$ cat src/sv/wtri_pkg.sv
`timescale 1ns / 1ps
// ----------------------------------------------------------------------------
// Windowed trapezoid integrator package
// Shared widths, register indexes, reset values and the types that pass
// between the front stage, the word queue and the back end.
// ----------------------------------------------------------------------------
package wtri_pkg;

   localparam int HISTORY_DEPTH_DEFAULT = 512;

   localparam int SAMPLE_W    = 16;
   localparam int PRODUCT_W   = 32;
   localparam int CFG_W       = 16;
   localparam int LOAD_W      = 32;
   localparam int QUOTIENT_W  = 32;
   localparam int DIGIT_W     = 16;
   localparam int CSR_INDEX_W = 1;
   localparam int STEP_CNT_W  = 5;

   localparam logic [CSR_INDEX_W-1:0] CSR_STEP_INTERVAL = 1'd0;
   localparam logic [CSR_INDEX_W-1:0] CSR_TIME_CONSTANT = 1'd1;

   localparam logic [CFG_W-1:0] STEP_INTERVAL_RESET = 16'd256;
   localparam logic [CFG_W-1:0] TIME_CONSTANT_RESET = 16'd256;

   localparam logic [LOAD_W-1:0] LOAD_MAX = 32'h7FFF_FFFF;
   localparam logic [LOAD_W-1:0] LOAD_MIN = 32'h8000_0000;

   typedef struct packed {
      logic                        valid;
      logic signed [PRODUCT_W-1:0] product;
   } wtri_push_type;

   typedef struct packed {
      logic                        full;
      logic                        empty;
      logic signed [PRODUCT_W-1:0] product;
   } wtri_queue_status_type;

   typedef enum logic [6:0] {
      ST_IDLE  = 7'b0000001,
      ST_EVICT = 7'b0000010,
      ST_OLD   = 7'b0000100,
      ST_MUL   = 7'b0001000,
      ST_CHK   = 7'b0010000,
      ST_DIV   = 7'b0100000,
      ST_FIN   = 7'b1000000
   } wtri_back_state_type;

endpackage

$ cat src/sv/wtri_front.sv
`timescale 1ns / 1ps
// ----------------------------------------------------------------------------
// Integrator front stage
// Accepts sample words, forms their Q16.16 product and hands it to the queue.
// ----------------------------------------------------------------------------
module wtri_front (
   input  logic                                   clock,
   input  logic                                   reset,
   input  logic                                   req_valid,
   output logic                                   req_stall,
   input  logic signed [wtri_pkg::SAMPLE_W-1:0]   req_environment_sample,
   input  logic signed [wtri_pkg::SAMPLE_W-1:0]   req_molecular_sample,
   input  logic                                   queue_full,
   output wtri_pkg::wtri_push_type                push
);
   import wtri_pkg::*;

   logic                        stage_valid_ff;
   logic                        stage_valid_in;
   logic signed [PRODUCT_W-1:0] stage_product_ff;
   logic signed [PRODUCT_W-1:0] stage_product_in;
   logic                        accept;

   assign req_stall = stage_valid_ff & queue_full;
   assign accept    = req_valid & ~req_stall;

   always_comb begin
      stage_valid_in   = accept | (stage_valid_ff & queue_full);
      stage_product_in = stage_product_ff;
      if (accept) begin
         stage_product_in = req_environment_sample * req_molecular_sample;
      end
   end

   always_ff @(posedge clock) begin
      if (reset) begin
         stage_valid_ff <= 1'b0;
      end else begin
         stage_valid_ff <= stage_valid_in;
      end
      stage_product_ff <= stage_product_in;
   end

   assign push.valid   = stage_valid_ff;
   assign push.product = stage_product_ff;

endmodule

$ cat config.mk
export PLATFORM = sky130hd
export DESIGN_NAME = wtri_front
export DESIGN_NICKNAME = d
export VERILOG_FILES = /design/src/sv/wtri_pkg.sv /design/src/sv/wtri_front.sv
export SDC_FILE = /design/constraint.sdc
export NUM_CORES = 1
export LEC_CHECK = 0
export ABC_AREA = 1
export BUFFER_PORTS_ARGS = -buffer_cell sky130_fd_sc_hd__buf_2
export CAP_MARGIN = 30
export CELL_PAD_IN_SITES_DETAIL_PLACEMENT = 0
export CELL_PAD_IN_SITES_GLOBAL_PLACEMENT = 1
export CORE_UTILIZATION = 50
export CTS_CLUSTER_SIZE = 10
export DETAILED_ROUTE_END_ITERATION = 7
export PLACE_DENSITY = 0.86
export SLEW_MARGIN = 20
export SYNTH_ARGS = -nofsm -noshare
export SYNTH_HDL_FRONTEND = slang
export SYNTH_SLANG_ARGS = --single-unit
$ cat constraint.sdc
create_clock -name clock -period 14.5 [get_ports clock]
set_input_delay 1.45 -clock clock [delete_from_list [all_inputs] [get_ports clock]]
set_output_delay 1.45 -clock clock [all_outputs]
set_load 0.02 [all_outputs]
== After elaboration in Yosys (flattened, before gate mapping) ==
Index checks and enable logic that the tools add are counted.
W data, S select, Z words.

* Output and inout bits: 34
* Logic and storage cells: 7
* Register bits after elaboration: 33
* Input port bits: 36

* $mul: 1
* Bitwise operators: 4

{| class="wikitable"
|+ Operators with widths
! kind !! number
|-
| $mul A16 B16 Y32 || 1
|-
| $and A1 B1 Y1 || 2
|-
| $not A1 Y1 || 1
|-
| $or A1 B1 Y1 || 1
|}

== Depth between registers and ports, before layout ==
* Word-level depth: 4
* Depth in mapped cells: 26
* Depth with buffers taken out: 24

== Worst setup path before layout ==
No wires, ideal clock.

* Path type: input-to-reg
* From: in req_molecular_sample[5] (netlist bit)
* To: reg stage_product_ff[31] (data pin)
* Buffers on the path: 2
* Setup time: 252 ps
* Setup slack: 7829 ps
* Cell stages on the path: 22
* Arrival: 6419 ps
* Data required time: 14248 ps
* Path through: clkbuf_1 clkbuf_1 nand2_1 fa_1 inv_1 fa_1 inv_1 fa_1 fa_1 fa_1 fa_1 inv_1 ha_1 nand2_1 nor2_1 nand3_1 nor3_1 nand2_1 inv_1 nor2_1 nand2_1 nand2_1

* Word-level cells in the longest chain between the ends: 1

{| class="wikitable"
|+ Ends and longest elaborated chain
! what !! line !! text
|-
| start: declaration || wtri_front.sv:12 || <nowiki>input logic signed [wtri_pkg::SAMPLE_W-1:0] req_molecular_sample,</nowiki>
|-
| $mul A16 B16 Y32 || wtri_front.sv:31 || <nowiki>stage_product_in = req_environment_sample * req_molecular_sample;</nowiki>
|-
| end signal: assignment || wtri_front.sv:41 || <nowiki>stage_product_ff <= stage_product_in;</nowiki>
|-
| end: declaration || wtri_front.sv:20 || <nowiki>logic signed [PRODUCT_W-1:0] stage_product_ff;</nowiki>
|}

No other way between the ends.
A chain may end at the register's enable or synchronous reset.

== Final worst setup path ==
* From: in req_molecular_sample[1] (netlist bit)
* To: reg stage_product_ff[30] (data pin)

Same word-level chain as after synthesis.

==> impl_metrics.env <==
export IMPL_status="finished, final reports clean"
export IMPL_skew_ns=0.005933
export IMPL_ys_flop_type="edfxtp_1"
export IMPL_seqCellArea_um2=980.9
export IMPL_post_drt_wl_per_cell_um=14.81
export IMPL_yosysTopAreaCellShare=0.4435
export IMPL_dr_wl_met2_mm=14.17
export IMPL_seq_area_frac_synth=0.08294
export IMPL_grt_max_degree=33
export IMPL_synth_area_leaders="fa_1 44%, inv_1 15%, nand2_1 13%"
export IMPL_wl_mm=27.36
export IMPL_initial_utilization=0.5161
export IMPL_synth_edf_count=32
export IMPL_endpoint_kind="flip-flop"
export IMPL_syn2layout_area_growth_pct=5.575
export IMPL_ys_seq_elements=33
export IMPL_synth_top_area_cell="fa_1"
export IMPL_htreeDepth=2
export IMPL_syn_num_nets=1895
export IMPL_grt_pass1_wl_mm=46.86
export IMPL_dieArea_um2=24270
export IMPL_rsz0062_at_grt="false"
export IMPL_pin_count=70
export IMPL_clkTransAtPathRegs_ns=0.06
export IMPL_first_iter_violations=508
export IMPL_io_buffers=69
export IMPL_clockBufferDepth=2
export IMPL_clkSinkCount=33
export IMPL_synthTopCellsByCount="484 x inv_1, 420 x nand2_1, 262 x fa_1, 82 x ha_1, 58 x clkbuf_1"
export IMPL_clk_insertion_delay_late_ns=0.28
export IMPL_wl_met3_mm=1.372
export IMPL_critPathKind="in2reg"
export IMPL_dp_hpwl_mm=23.27
export IMPL_chipWidth_um=155.8
export IMPL_syn_inst=1515
export IMPL_drtAntennaViolNets=0
export IMPL_async_flop_share=0
export IMPL_antenna_found_initial=1
export IMPL_finalCritPeriodShare=0.4712
export IMPL_ys_types=29
export IMPL_cts_root_buf="clkbuf_16"
export IMPL_setup_violations=0
export IMPL_highest_layer="met4"
export IMPL_die_y_um=155.8
export IMPL_globalRouteOverflowTotal=0
export IMPL_grt_pass1_vias=9665
export IMPL_cts_setup_buffers=0
export IMPL_routed_via_count=9061
export IMPL_slew_viol_final=0
export IMPL_synth_most_common_cell="inv_1"
export IMPL_synth_warnings=0
export IMPL_multi_input_area_um2=8800
export IMPL_track_usage=0.2491
export IMPL_tightest_slew_ns=0.6805
export IMPL_drv_cap=0
export IMPL_firstDrtPassIters=6
export IMPL_cts_resized=0
export IMPL_drive_above_1_share=0.05871
export IMPL_min_path_type="reg2reg"
export IMPL_via_per_inst=4.906
export IMPL_cp_max_fo=16
export IMPL_hold_viol=0
export IMPL_critPathLaunchType="primary input"
export IMPL_dp_cells=1838
export IMPL_fin_setup_tns_ns=0
export IMPL_relSlewSlack=0.5458
export IMPL_fill_cells=2285
export IMPL_core_area_um2=22920
export IMPL_critical_path_required_ns=14.54
export IMPL_hold_worst_slack_ns=0.4843
export IMPL_post_route_drc_count=0
export IMPL_cts_tree="yes"
export IMPL_row_count=55
export IMPL_synth_avg_cell_area_um2=7.807
export IMPL_period_minus_slack_ns=6.832
export IMPL_place_congestion=0.8880
export IMPL_crit_arrival_ns=6.88
export IMPL_cts_hold_buf=0
export IMPL_clock_fmax_mhz=146.4
export IMPL_fin_cells=1847
export IMPL_met1_length_mm=11.23
export IMPL_numCtsBuffers=5
export IMPL_nets=1912
export IMPL_netlist_area_um2=11830
[worst paths after layout]
kind / start / to / slack, ns / cells after the start
setup reg to reg: stage_valid_ff / stage_product_ff[7] / 13.26 / 4
hold / removal: stage_valid_ff / stage_valid_ff / 0.48 / 2
hold reg to reg: stage_valid_ff / stage_valid_ff / 0.48 / 2
setup / recovery: req_molecular_sample[1] / stage_product_ff[30] / 7.67 / 19
[layout make-up]
| class | count | area share |
|---|---|---|
| multi-input cells | 937 | 0.7047 |
| inverters | 485 | 0.1458 |
| flip-flops and latches | 33 | 0.07856 |
| well taps | 313 | 0.03136 |
| repair buffers | 70 | 0.02826 |
| clock buffers | 6 | 0.01032 |
| clock inverters | 2 | 0.0008016 |
| diodes | 1 | 0.0002004 |
[stage by stage]
step	cell area (um2)	util	setup WS, ns
finish	12490	0.5449	7.668
global route	12490	0.5449	7.327
CTS	12480	0.5448	7.676
detailed placement	12350	0.5387	7.375
global placement	12350	0.5387	7.491
floorplan	11830	-	7.829
[state kept, by name (all words and copies together) (netlist names)]
name,count
stage_product_ff,32
stage_valid_ff,1
[cell usage in the layout, fill, tap and decap left out, drive strengths merged]
cell | netlist | final
inv | 485 | 485
nand2 | 422 | 422
fa | 262 | 262
ha | 82 | 82
buf | 2 | 70
nor2 | 51 | 51
nand3 | 35 | 35
edfxtp | 32 | 32
a21oi | 26 | 26
xor2 | 17 | 17
nand4 | 12 | 12
nor3 | 8 | 8
o21ai | 7 | 7
clkbuf | 58 | 6
o21bai | 5 | 5
or2 | 3 | 3
nand3b | 3 | 3
clkinv | 0 | 2
diode | 0 | 1
a21o | 1 | 1
o21a | 1 | 1
and2 | 1 | 1
xnor2 | 1 | 1
dfxtp | 1 | 1
[critical path: stages]
cell,delay [ns]
buf_2,0.29
nand2_1,0.15
inv_1,0.14
fa_1,0.57
fa_1,0.86
inv_1,0.16
fa_1,0.51
inv_1,0.06
fa_1,0.55
fa_1,0.42
fa_1,0.45
ha_1,0.38
nand2_1,0.11
nor2_1,0.17
nand2_1,0.13
nor3_1,0.15
nand2_1,0.15
nand3_1,0.10
nand2_1,0.05
[layer usage]
layer	GRT usage	vias up
li1	-	4274
met1	0.3171	4487
met2	0.4583	260
met3	0.02083	40
met4	0.05649	0
met5	0	-
[kinds of logic (layout without fill, tap and decap cells)]
logic type / count (synthesis) / count (layout) / synth area share
xor gates and xnor gates: 18 / 18 / 0.01333
other: 0 / 1 / 0
and+or+nand+nor: 535 / 535 / 0.1818
adders and majority gates: 344 / 344 / 0.5302
DFF: 33 / 33 / 0.08294
buffers and inverters: 545 / 563 / 0.1733
AOI/OAI and AO/OA: 40 / 40 / 0.01841
Power is not shown: default switching activity piles up to over one toggle a cycle in this logic, so the estimate is an artifact.
