===== config.mk =====
export PLATFORM = sky130hd
export DESIGN_NAME = wtri_queue
export DESIGN_NICKNAME = d
export VERILOG_FILES = /design/src/sv/wtri_pkg.sv /design/src/sv/wtri_queue.sv
export SDC_FILE = /design/constraint.sdc
export NUM_CORES = 1
export LEC_CHECK = 0
export BUFFER_PORTS_ARGS = -buffer_cell sky130_fd_sc_hd__buf_4
export CAP_MARGIN = 15
export CORE_MARGIN = 3
export CORE_UTILIZATION = 53
export CTS_BUF_LIST = sky130_fd_sc_hd__clkbuf_8
export DETAILED_ROUTE_END_ITERATION = 7
export PLACE_DENSITY_LB_ADDON = 0.05
export SLEW_MARGIN = 5
export SYNTH_ARGS = -nofsm -noshare
export SYNTH_HDL_FRONTEND = slang
export SYNTH_SLANG_ARGS = --single-unit

===== constraint.sdc =====
create_clock -name clock -period 2.6 [get_ports clock]
set_clock_uncertainty 0.2 [all_clocks]
set_input_delay 0.13 -clock clock [delete_from_list [all_inputs] [get_ports clock]]
set_output_delay 0.13 -clock clock [all_outputs]
set_load 0.02 [all_outputs]

===== src/sv/wtri_pkg.sv =====
`timescale 1ns / 1ps
// ----------------------------------------------------------------------------
// Windowed trapezoid integrator package
// Shared widths, register indexes, reset values and the types that pass
// between the front stage, the word queue and the back end.
// ----------------------------------------------------------------------------
package wtri_pkg;

   localparam int HISTORY_DEPTH_DEFAULT = 512;

   localparam int SAMPLE_W    = 16;
   localparam int PRODUCT_W   = 32;
   localparam int CFG_W       = 16;
   localparam int LOAD_W      = 32;
   localparam int QUOTIENT_W  = 32;
   localparam int DIGIT_W     = 16;
   localparam int CSR_INDEX_W = 1;
   localparam int STEP_CNT_W  = 5;

   localparam logic [CSR_INDEX_W-1:0] CSR_STEP_INTERVAL = 1'd0;
   localparam logic [CSR_INDEX_W-1:0] CSR_TIME_CONSTANT = 1'd1;

   localparam logic [CFG_W-1:0] STEP_INTERVAL_RESET = 16'd256;
   localparam logic [CFG_W-1:0] TIME_CONSTANT_RESET = 16'd256;

   localparam logic [LOAD_W-1:0] LOAD_MAX = 32'h7FFF_FFFF;
   localparam logic [LOAD_W-1:0] LOAD_MIN = 32'h8000_0000;

   typedef struct packed {
      logic                        valid;
      logic signed [PRODUCT_W-1:0] product;
   } wtri_push_type;

   typedef struct packed {
      logic                        full;
      logic                        empty;
      logic signed [PRODUCT_W-1:0] product;
   } wtri_queue_status_type;

   typedef enum logic [6:0] {
      ST_IDLE  = 7'b0000001,
      ST_EVICT = 7'b0000010,
      ST_OLD   = 7'b0000100,
      ST_MUL   = 7'b0001000,
      ST_CHK   = 7'b0010000,
      ST_DIV   = 7'b0100000,
      ST_FIN   = 7'b1000000
   } wtri_back_state_type;

endpackage


===== src/sv/wtri_queue.sv =====
`timescale 1ns / 1ps
// ----------------------------------------------------------------------------
// Integrator word queue
// Two-entry queue of products between the front stage and the back end.
// ----------------------------------------------------------------------------
module wtri_queue (
   input  logic                            clock,
   input  logic                            reset,
   input  wtri_pkg::wtri_push_type         push,
   input  logic                            pop,
   output wtri_pkg::wtri_queue_status_type status
);
   import wtri_pkg::*;

   logic signed [PRODUCT_W-1:0] entry_ff [2];
   logic                        wr_ptr_ff;
   logic                        wr_ptr_in;
   logic                        rd_ptr_ff;
   logic                        rd_ptr_in;
   logic [1:0]                  count_ff;
   logic [1:0]                  count_in;
   logic                        full;
   logic                        empty;
   logic                        do_push;
   logic                        do_pop;

   assign full    = (count_ff == 2'd2);
   assign empty   = (count_ff == 2'd0);
   assign do_push = push.valid & ~full;
   assign do_pop  = pop & ~empty;

   always_comb begin
      wr_ptr_in = do_push ? ~wr_ptr_ff : wr_ptr_ff;
      rd_ptr_in = do_pop ? ~rd_ptr_ff : rd_ptr_ff;
      count_in  = count_ff;
      if (do_push && !do_pop) begin
         count_in = count_ff + 2'd1;
      end else if (do_pop && !do_push) begin
         count_in = count_ff - 2'd1;
      end
   end

   always_ff @(posedge clock) begin
      if (reset) begin
         wr_ptr_ff <= 1'b0;
         rd_ptr_ff <= 1'b0;
         count_ff  <= 2'd0;
      end else begin
         wr_ptr_ff <= wr_ptr_in;
         rd_ptr_ff <= rd_ptr_in;
         count_ff  <= count_in;
      end
      if (do_push) begin
         entry_ff[wr_ptr_ff] <= push.product;
      end
   end

   assign status.full    = full;
   assign status.empty   = empty;
   assign status.product = entry_ff[rd_ptr_ff];

endmodule


# After elaboration in Yosys (flattened, before gate mapping)
# Memory sizes are Yosys's and may differ from the RTL's. A register that Yosys moved wholly into a read port is not among the register bits.
# Index checks and enable logic that the tools add are counted.
[word_totals]
regBits = 4
latchBits = 0
ramBits = 64
romBits = 0
in_bits = 36
output_inout_bits = 34
elab_cells = 25
n_memories = 1
[classes]
add_sub_neg = 2
multipliers = 0
div = 0
n_lt_le_gt_ge = 0
n_eq_ne = 1
shift = 0
n_mux = 6
n_bitwise = 6
reduce_logical = 6
[mem_list]
columns = ["memory", "depth", "word_bits", "read_ports", "rd_clocked_by_memory_dff", "write_ports", "line", "text"]
rows = [
  ["entry_ff", 2, 32, 1, 1, 1, "wtri_queue.sv:15", "logic signed [PRODUCT_W-1:0] entry_ff [2];"],
]
[ops]
columns = ["op", "count"]
rows = [
  ["two-way mux 1 bit", 4],
  ["two-way mux 2 bit", 2],
  ["NOT 1 bit", 4],
  ["adder 2 x 1 -> 2 bit (second input constant)", 1],
  ["bitwise AND 1 bit", 2],
  ["equality test 2 bit (second input constant)", 1],
  ["logical AND 1 bit", 2],
  ["logical NOT 1 bit", 2],
  ["logical NOT 2 bit", 1],
  ["nonzero test 2 bit", 1],
  ["subtractor 2 x 1 -> 2 bit (second input constant)", 1],
]

# Longest topological paths before layout
[logic_depth]
word_depth = 7
ltp_mapped = 6

# Least setup slack after synthesis
# Ideal clock, no wire load.
[synth_path]
path_type = "register to register"
from = "register count_ff[1]"
to = "memory entry_ff[0][0] (enable)"
arrival_ps = 1440
required_time_ps = 2013
slack_ps = 574
stages_incl_launch_ff = 4
path_buffers = 0
synth_period_minus_slack_ps = 2026
cell_sequence = "dfxtp_1 -> nor2b_2 -> or3_1 -> inv_1"
[synth_between]
elab_chain_cells = 5
[synth_rtl]
columns = ["element", "line", "text"]
rows = [
  ["start: declaration", "wtri_queue.sv:20", "logic [1:0] count_ff;"],
  ["start signal: assignment", "wtri_queue.sv:51", "count_ff <= count_in;"],
  ["equality test 2 bit", "wtri_queue.sv:27", "assign full = (count_ff == 2'd2);"],
  ["via full", "wtri_queue.sv:22", "logic full;"],
  ["NOT 1 bit", "wtri_queue.sv:29", "assign do_push = push.valid & ~full;"],
  ["bitwise AND 1 bit", "wtri_queue.sv:29", ""],
  ["two-way mux 1 bit", "wtri_queue.sv:53", "if (do_push) begin"],
  ["two-way mux 1 bit (implied by the code)", "wtri_queue.sv:54", "entry_ff[wr_ptr_ff] <= push.product;"],
  ["end: declaration", "wtri_queue.sv:15", ""],
]
# The timed path passes the listed nets, and every way through them passes these cells.

==> summary.md <==
| Metric | Value |
|---|---|
| CP Capture Type | output port |
| Measured slew at the worst slew-check pin | 436 ps |
| Pwr dens | between 900 and 1000 nW/µm² |
| Crit path arrival time | 1660 ps |
| Sequential power share | 0.438 |
| Critical Path End | status[12] |
| Maximum clock rate | 503 MHz |
| Vias in the first global route | around 1600 |
| Fin nets | 275 |
| DRC violations left | 0 |
| Initial antenna violation count | 0 |
| Fin crit share | 0.764 |
| Worst reg2reg setup slack | 740 ps |
| Cell Int Power | between 2000 and 2500 µW |
| Crit path buf inv count | 2 |
| Leakage power | 0.00140 µW |
| Area Overhead vs Synth | 43.2% |
| Vias/cell | 5.12 |
| Worst hold path depth | 4 |
| Max cap viols | 0 |
| FILL cells | 244 |
| Final wirelength | 4690 µm |
| Num Clock Sinks | 69 |
| Routed length per instance | 15.9 µm |
| RSZ-0062 raised after global routing | no |
| Crit path depth | 3 |
| Die width | ~75 µm |
| Hold_buf cts | 34 |
| Placed inst area | 3120 µm² |
| Synthesized area | 2540 µm² |
| Final Hold Viols | 0 |
| Max Buffers Root-to-Sink | 2 |
| Global-route wire length before repair | 6980 µm |
| FF-to-FF path depth | 4 |
| Setup ws final | roughly 610 ps |
| Core area | between 4000 and 5000 µm² |
| Post-CTS Setup Bufs | 0 |
| Combinational power share | 0.325 |
| HP Class | in -> reg |
| Most common cell after layout, fill and taps aside | buf_4 |
| Slew Viols, Final | 0 |
| Port buffer count | 69 |
| Synth warn | 0 |
| Clk pwr share | 0.237 |
| Slowest cell on the critical path | dfxtp_1 |
| Setup_tns | 0 ps |
| Post-Synthesis Cells | 127 |
| Headroom to the max-slew limit | 0.709 |
| Critical path type | reg -> out |
| Starting Density | 0.564 |
| Die Y | 75.2 µm |
| Multi-input logic area | roughly 470 µm² |
| Post-DP HPWL | ~2900 µm |
| Clk_lat worst skew | around 320 ps |
| CP peak stage delay | 550 ps |
| First-pass DRT Iterations | 5 |
| CTS clk-pin slew, worst paths | around 70 ps |
| Drt initial violations | 111 |
| CP delay by family, top | flip-flops |
| Worst EP required | 2270 ps |
| Post-layout minimum cycle time | 1990 ps |
| Sequential share of the synthesized area | 0.796 |
| Clock Root Buffer | clkbuf_8 |
| Status | finished clean |
| Placement Setup Slack | 753 ps |
| Critical path cell sequence | buf_12 > mux2_2 > buf_4 |
| IO Count | 70 |
| GPL Wtd Cong | 0.689 |
| Tot GR Track Use | 0.175 |
| Largest net degree at the start of global routing | 33 |
| DIE AREA | 5660 µm² |
| Final setup violating endpoints | 0 |
| R2R Path End | entry_ff[0][10]$_DFFE_PP_ |
| Net Sw Power | 991 µW |
| Reg-to-reg startpoint | count_ff[0]$_SDFFE_PP0P_ |
| CP startpoint kind | flip-flop |
| Gr ovfl total | 0 |
| Fin area | 3640 µm² |
| Seq cells post-synth | 69 |
| Ant diodes | 0 |
| Distinct cells, synth | 15 |
| Final ANT Viol Nets | 0 |
| Maximum vdd ir drop | 0.610 mV |
| Layout cells sized above 1 | 0.473 |
| Commonest cells after routing, fill and taps aside | buf_4, edfxtp_1, dlygate4sd3_1 |
| Post-synth net total | about 160 |
| CTS tree | done |
| Storage cell area | 2020 µm² |
| Post-cts resize count | 0 |
| Switching share of total power | 0.297 |
| Via count | around 1500 |
| H-tree Lvls | 3 |
| Critical path peak fanout | 26 |
| TritonCTS buffer count | 9 |
| Avg Cell Area, Syn | 20.0 µm² |
| Num rows | 24 |
## cell families after synthesis
family | after synthesis | share of synthesized area
AND/OR/NAND/NOR | 9 | 0.0182
XOR/XNOR | 3 | 0.0103
AO/OA/AOI/OAI | 5 | 0.00985
flip-flops | 69 | 0.796
buffers and inverters | 8 | 0.0192
adder cells (fa/ha/maj) | 1 | 0.00492
multiplexers | 32 | 0.142
## cell usage after synthesis
| cell | instances | area share |
|---|---|---|
| a21oi_1 | 2 | 0.0039 |
| xor2_1 | 3 | 0.010 |
| or3_1 | 2 | 0.0049 |
| edfxtp_1 | 64 | 0.76 |
| mux2_1 | 2 | 0.0089 |
| buf_4 | 5 | 0.015 |
| clkbuf_1 | 1 | 0.0015 |
| o21ai_0 | 3 | 0.0059 |
| mux2_2 | 30 | 0.13 |
| dfxtp_1 | 5 | 0.039 |
| inv_1 | 2 | 0.0030 |
| ha_1 | 1 | 0.0049 |
| and2_1 | 1 | 0.0025 |
| nor2_1 | 5 | 0.0074 |
| nor2b_2 | 1 | 0.0034 |
## stage by stage
step                      utilization  total power (µW)  hold WS, ps  cells
after floorplan                     -              2140       -0.934    127
after global placement          0.692              2490          115    245
after detailed placement        0.692              2530          118    245
after CTS                       0.808              3360         80.4    295
after global routing            0.808              3480         87.2    295
final                           0.808              3340         82.3    295
## metal layers
layer | routed length, µm | GRT usage
met2 | 2570 | 0.309
met4 | 124 | 0.111
met5 | 0 | 0
met3 | 207 | 0.0427
met1 | 1780 | 0.186
## flip-flops by register name, indices dropped and copies added, names as in the netlist, named ones only
register,count
entry_ff,64
rd_ptr_ff,1
wr_ptr_ff,1
count_ff,2
## power by group through the flow
stage | Clock, µW | Sequential [µW] | Combinational (µW)
6_report | 791 | 1460 | 1080
2_1_floorplan | 0 | 1460 | 677
4_1_cts | 808 | 1470 | 1090
5_1_grt | 852 | 1480 | 1150
3_5_place_dp | 0 | 1490 | 1040
3_3_place_gp | 0 | 1480 | 1020
## layout make-up
class                      instances  share of cell area
sequential                        69               0.556
timing repair buffer             106               0.245
inverter                           2             0.00206
clock buffer                       9              0.0340
tap                               52              0.0179
clock inverter                     7              0.0158
multi-input combinational         50               0.129
## worst min-delay path by stage
| stage | start | end | slack, ps |
|---|---|---|---|
| 2_1_floorplan | reset | count_ff[1]$_SDFFE_PP0P_ | -0.9 |
| 3_3_place_gp | push[3] | entry_ff[0][3]$_DFFE_PP_ | 120 |
| 3_5_place_dp | push[17] | entry_ff[0][17]$_DFFE_PP_ | 120 |
| 4_1_cts | pop | flip-flop | 80 |
| 5_1_grt | pop | flip-flop | 90 |
| 6_report | pop | flip-flop | 80 |
## worst reg2reg max path, cell delays in order, from the launching register on
cell     delay, ps
dfxtp_1        430
nor2b_2         90
or3_1          330
inv_1           70
buf_4          370
Note: power is estimated with default switching activity, not from simulation.
